`config.mk`:
```
export PLATFORM = sky130hd
export DESIGN_NAME = tedc_cell
export DESIGN_NICKNAME = d
export VERILOG_FILES = /design/src/rtl/core/tedc_pkg.sv /design/src/rtl/core/tedc_cell.sv
export SDC_FILE = /design/constraint.sdc
export NUM_CORES = 1
export LEC_CHECK = 0
export BUFFER_PORTS_ARGS = -buffer_cell sky130_fd_sc_hd__clkbuf_2
export CAP_MARGIN = 30
export CORE_MARGIN = 2
export CORE_UTILIZATION = 35
export DETAILED_ROUTE_END_ITERATION = 6
export SYNTH_ARGS = -nofsm -noshare
export SYNTH_HDL_FRONTEND = slang
export SYNTH_SLANG_ARGS = --single-unit
export TNS_END_PERCENT = 1
```
`constraint.sdc`:
```
create_clock -name clk_i -period 3.8 [get_ports clk_i]
set_clock_uncertainty 0.2 [all_clocks]
set_input_delay 0.76 -clock clk_i [delete_from_list [all_inputs] [get_ports clk_i]]
set_output_delay 0.76 -clock clk_i [all_outputs]
set_load 0.1 [all_outputs]
```
`src/rtl/core/tedc_pkg.sv`:
```
// Shared types and constants for the timed event dedup cache.
package tedc_pkg;

  localparam int unsigned PidW    = 22;
  localparam int unsigned StampW  = 32;
  localparam int unsigned WindowW = 8;

  localparam logic [WindowW-1:0] WindowReset = 8'd2;

  // Event beat payload.
  typedef struct packed {
    logic [PidW-1:0]   process_id;
    logic              event_kind;
    logic [StampW-1:0] now_seconds;
  } evt_t;

  // Result beat payload.
  typedef struct packed {
    logic duplicate;
  } res_t;

  // Configuration beat payload.
  typedef struct packed {
    logic [WindowW-1:0] window_seconds;
  } cfg_t;

  // Lookup token walking the cell row.
  typedef struct packed {
    logic              vld;
    logic [PidW-1:0]   pid;
    logic              kind;
    logic [StampW-1:0] now;
    logic              hit;
  } tok_t;

  // Entry write request broadcast to the row.
  typedef struct packed {
    logic [PidW-1:0]   pid;
    logic              kind;
    logic [StampW-1:0] stamp;
  } entry_t;

endpackage

```
`src/rtl/core/tedc_cell.sv`:
```
// One cache entry cell: compares the passing token and forwards it.
module tedc_cell (
  input  logic                     clk_i,
  input  logic                     rst_ni,
  input  logic [tedc_pkg::WindowW-1:0] window_i,
  input  tedc_pkg::tok_t           tok_i,
  output tedc_pkg::tok_t           tok_o,
  input  logic                     wr_en_i,
  input  tedc_pkg::entry_t         wr_i
);

  logic                         vld_q;
  tedc_pkg::entry_t             ent_q;
  tedc_pkg::tok_t               tok_q;
  logic [tedc_pkg::StampW-1:0]  age;
  logic                         recent;
  logic                         match;

  // Signed age: negative (future stamp) always counts as recent.
  assign age    = tok_i.now - ent_q.stamp;
  assign recent = age[tedc_pkg::StampW-1] |
                  (age < {{(tedc_pkg::StampW-tedc_pkg::WindowW){1'b0}}, window_i});
  assign match  = vld_q && (ent_q.pid == tok_i.pid) && (ent_q.kind == tok_i.kind) && recent;

  always_ff @(posedge clk_i or negedge rst_ni) begin
    if (!rst_ni) begin
      vld_q <= 1'b0;
      ent_q <= '0;
      tok_q <= '0;
    end else begin
      tok_q.vld  <= tok_i.vld;
      tok_q.pid  <= tok_i.pid;
      tok_q.kind <= tok_i.kind;
      tok_q.now  <= tok_i.now;
      tok_q.hit  <= tok_i.hit | match;
      if (wr_en_i) begin
        vld_q <= 1'b1;
        ent_q <= wr_i;
      end
    end
  end

  assign tok_o = tok_q;

endmodule

```
* Word level (Yosys, flattened, before mapping) *
Index checks and enable logic that the tools add are counted.

word-level totals
  bits in registers = 113
  bits in latches = 0
  bits in writable memories = 0
  bits in read-only memories = 0
  bits of input ports = 123
  word-level logic and storage cells = 18
  memories = 0

cells by class
  $add $sub $neg = 1
  multipliers = 0
  divide/modulo/power cells = 0
  order comparisons = 1
  eq/ne operators = 2
  shifts and indexed selects = 0
  mux-type cells = 0
  bitwise logic cells = 2
  reductions and logical operators = 3

operators with widths
  cell                 number
  $lt A32 B8 Y1        1
  $sub A32 B32 Y32     1
  $eq A22 B22 Y1       1
  $logic_and A1 B1 Y1  3
  $or A1 B1 Y1         2
  $eq A1 B1 Y1         1

* Depth between registers and ports, before layout *
  depth in word-level cells = 5
  depth in mapped cells = 17
  depth with buffers taken out = 17

* Worst setup path after synthesis *
OpenSTA, ideal clock, no wires.

  path kind = input-to-reg
  from = in tok_i[1] (netlist bit)
  to = reg tok_q, in the netlist tok_o[0]
  arrival = 3.536 ns
  data required time = 3.534 ns
  slack = -0.002 ns
  stages = 17
  buffers on the path = 0
  path through = inv_1 > ha_1 > fa_1 > nor2b_1 > o21a_1 > nor2_1 > xnor2_1 > ha_1 > a21o_1 > a211o_1 > a41oi_1 > o221ai_1 > nor4_1 > nand4_1 > a2111oi_2 > nand4_1 > nand2_1

between the ends
  cells in the longest elaborated chain, start to end = 5

ends and longest elaborated chain
  item                   RTL line         text
  from (decl)            tedc_cell.sv:6   input tedc_pkg::tok_t tok_i,
  $sub A32 B32 Y32 *     tedc_cell.sv:20  assign age = tok_i.now - ent_q.stamp;
  $lt A32 B8 Y1          tedc_cell.sv:22  (age < {{(tedc_pkg::StampW-tedc_pkg::WindowW){1'b0}}, window_i});
  $or A1 B1 Y1 *         tedc_cell.sv:21  assign recent = age[tedc_pkg::StampW-1] |
  $logic_and A1 B1 Y1 *  tedc_cell.sv:23  assign match = vld_q && (ent_q.pid == tok_i.pid) && (ent_q.kind == tok_i.kind) && recent;
  $or A1 B1 Y1 *         tedc_cell.sv:35  tok_q.hit <= tok_i.hit | match;
  to (decl)              tedc_cell.sv:14  tedc_pkg::tok_t tok_q;

Every way passes the cells marked *; elsewhere a longest branch is shown, timed or not.
A chain may end at the register's enable or synchronous reset.

* Worst setup path in the final report *
Same ends and word-level chain as after synthesis.

==> metrics.md <==
| Metric | Value |
|---|---|
| TritonCTS clock tree | built |
| H-tree Lvls | 4 |
| Switching power total | roughly 1.3 mW |
| Pwr dens | approximately 500 nW/um2 |
| Via count | between 5000 and 6000 |
| Req. time, crit path | about 4000 ps |
| Fin crit period | about 3700 ps |
| Nets@finish | 967 |
| Starting density of the core | 35.3% |
| Initial antenna violation count | 0 |
| Mapped Area | slightly above 6000 um2 |
| Worst setup EP type | register |
| DR vias/cell | around 4.9 |
| Synthesized Nets | between 700 and 800 |
| CP startpoint kind | input pin |
| Hold_ws | 167 ps |
| Pre-antenna DRT Iters | 4 |
| Final period util | around 96% |
| Cells after synthesis | ~600 |
| Core Box Area | between 15000 and 20000 um2 |
| Comb pwr share | 27.4% |
| Clk buf depth | 2 |
| Largest family of logic cells by synthesized area | compound AO/OA/AOI/OAI gates |
| GRT Overall Usage | 17.2% |
| Most common cell after layout, fill and taps aside | clkbuf_2 |
| Post-synth ARST share | 100% |
| RR Startpoint | ent_q[0] |
| I/O Buffers | between 150 and 200 |
| Reg2reg path depth | 16 |
| Max FO, Critical Path | 2 |
| Fin area | between 8000 and 9000 um2 |
| Status | complete, no violations |
| Final Hold Fails | 0 |
| Register share of total power | about a third |
| Transition time of the tightest slew-check pin | roughly 660 ps |
| Synth Flop Type | dfrtp_1 |
| HPWL reported at the end of detailed placement | approximately 12000 um |
| Clock latency on the worst-skew pair | approximately 420 ps |
| Grt ovf | 0 |
| Synth Area in Adders | between 8 and 9% |
| Area growth, synth to finish | 32.4% |
| First DRT Iteration DRCs | between 200 and 250 |
| Post-synthesis xor/xnor area fraction | under 10% |
| Total CTS buffers | 17 |
| Number of synthesized register bits | 113 |
| First-pass GRT wire length | 24600 um |
| Remaining antenna violation count after routing | 0 |
| Die W | between 100 and 150 um |
| Top cell type's share of synthesized area | 46.7% |
| Switching Share | between 30% and 40% |
| Wire length per cell | about 15 um |
| Maximum vdd drop | ~0.31 mV |
| Worst Path Class, Setup | in2reg |
| Peak Freq | 0.273 GHz |
| Mean Syn Cell Area | 10.1 um2 |
| Antenna cells | 0 |
| Multiplexer area fraction after synthesis | about 5.4% |
| Register area share after synthesis | ~47% |
| RSZ-0062 raised after global routing | true |
| Clock power share | between 30% and 40% |
| CTS clk-pin slew, worst paths | 60 ps |
| Post-synth cell types | 65 |
| Synth area leaders | dfrtp_1 (47%), ha_1 (7.9%), mux2_2 (5.0%) |
| Largest net degree at the start of global routing | between 60 and 70 |
| Vias in the first global route | a little over 5000 |
| Arr. time, crit path | 3820 ps |
| WL final | 15600 um |
| Dominant cell type by area after synthesis | dfrtp_1 |
| Die Span Y | approximately 140 um |
| Row count | 48 |
| Leakage power | between 3 and 4 nW |
| Area of the die | 18400 um2 |
| Max-cap violations | 0 |
| Reg2reg setup slack | approximately 150 ps |
| DRC viols | 0 |
| Cts-stage hold buffer count | 0 |
| Synth warn | 0 |
| Int Pwr | 2.66 mW |
| GPL Wtd Cong | 0.890 |
| Layout cell share with drive strength beyond 1 | 35.1% |
| Most frequent cells in the layout | clkbuf_2 (177), dfrtp_1 (113), nand2_1 (61) |
| Post-Synth Simple-Gate Area | 12.9% |
| Slew HR | a little under three fifths |
| Compound-Gate Fraction of Synth Area | 16.8% |
| Ports | 180 |
| R2R Path End | tok_o[0] |
| Clock sinks | 113 |
| Hold Path Class | in2async |
| Root Buffer | clkbuf_16 |
| Final setup vio count | 0 |
| Dpl cell area | 7370 um2 |
| Slew Limit Fails | 0 |
| Post-synth EDFFs | 0 |
[worst max-delay path by stage]
stage / startpoint / end / slack [ps] / cells after the start
after floorplan: tok_i[4] / tok_o[0] / 20 / 16
after global placement: tok_i[1] / tok_o[0] / -220 / 18
after detailed placement: tok_i[1] / tok_o[0] / -380 / 18
after CTS: tok_i[1] / tok_o[0] / 60 / 18
after global routing: ent_q[0] / tok_o[0] / -50 / 16
final: tok_i[1] / tok_o[0] / 130 / 18
[logic make-up (layout without fill, tap and decap cells)]
family / Yosys count / in the layout
adders and majority gates: 39 / 39
muxes: 29 / 29
AOI/OAI and AO/OA: 156 / 156
buffers and inverters: 69 / 286
and+or+nand+nor: 158 / 158
DFF: 113 / 113
xor gates and xnor gates: 37 / 37
[flip-flops by register name (all words and copies together) (netlist names)]
signal	count
ent_q	55
tok_o	57
vld_q	1
[per-stage QoR]
| stage | cells | worst slack [ps] | power, mW | utilization [%] | TNS, ps |
|---|---|---|---|---|---|
| after global placement | 1009 | -223 | 2.42 | 43.0 | -223 |
| final | 1043 | 135 | 4.01 | 46.8 | 0 |
| after floorplan | 601 | 18.6 | 2.11 | - | 0 |
| after CTS | 1042 | 55.8 | 4.04 | 46.5 | 0 |
| after global routing | 1043 | -49.7 | 4.21 | 46.8 | -49.7 |
| after detailed placement | 1010 | -378 | 2.43 | 43.1 | -378 |
[power groups by stage]
stage	clock (mW)	combinational [mW]	sequential (mW)
6_report	1.58	1.10	1.32
5_1_grt	1.68	1.20	1.33
4_1_cts	1.63	1.09	1.32
3_5_place_dp	0	1.08	1.34
3_3_place_gp	0	1.08	1.34
2_1_floorplan	0	0.539	1.57
[metal layers]
metal | track usage, % | routed length (um)
met5 | 0 | 0
met4 | 6.02 | 194
met3 | 4.19 | 972
met2 | 28.1 | 7320
met1 | 22.4 | 7070
[Yosys cell counts (13+ instances only)]
cell type and n:
o21ai_0 48, a21oi_1 40, nand4_1 14, nor2_1 23, inv_1 47, nand3_1 13, clkbuf_1 14, mux2_2 27
ha_1 38, xnor2_1 31, dfrtp_1 113, nand2_1 61
[final cells by class]
cell class	instances	area, um2
timing repair buffer	207	1150
inverter	47	176
fill	1649	9100
clock inverter	14	155
tap	225	282
clock buffer	18	429
sequential	113	2830
multi-input combinational	419	2990
[critical path, stage by stage]
cell	delay, ps
buf_6	70
inv_2	30
ha_4	150
fa_2	390
nor2b_2	160
o21a_1	150
nor2_2	40
xnor2_1	120
ha_1	320
a21o_1	170
a211o_1	260
a41oi_2	190
o221ai_2	120
nor4_2	220
nand4_1	120
a2111oi_2	320
nand4_1	140
nand2_1	80
[what timing repair did]
item	in CTS	in global routing
setup endpoints to repair	0	1
setup buffers	0	1
gates resized for setup	0	11
(Power assumes the default switching activity.)
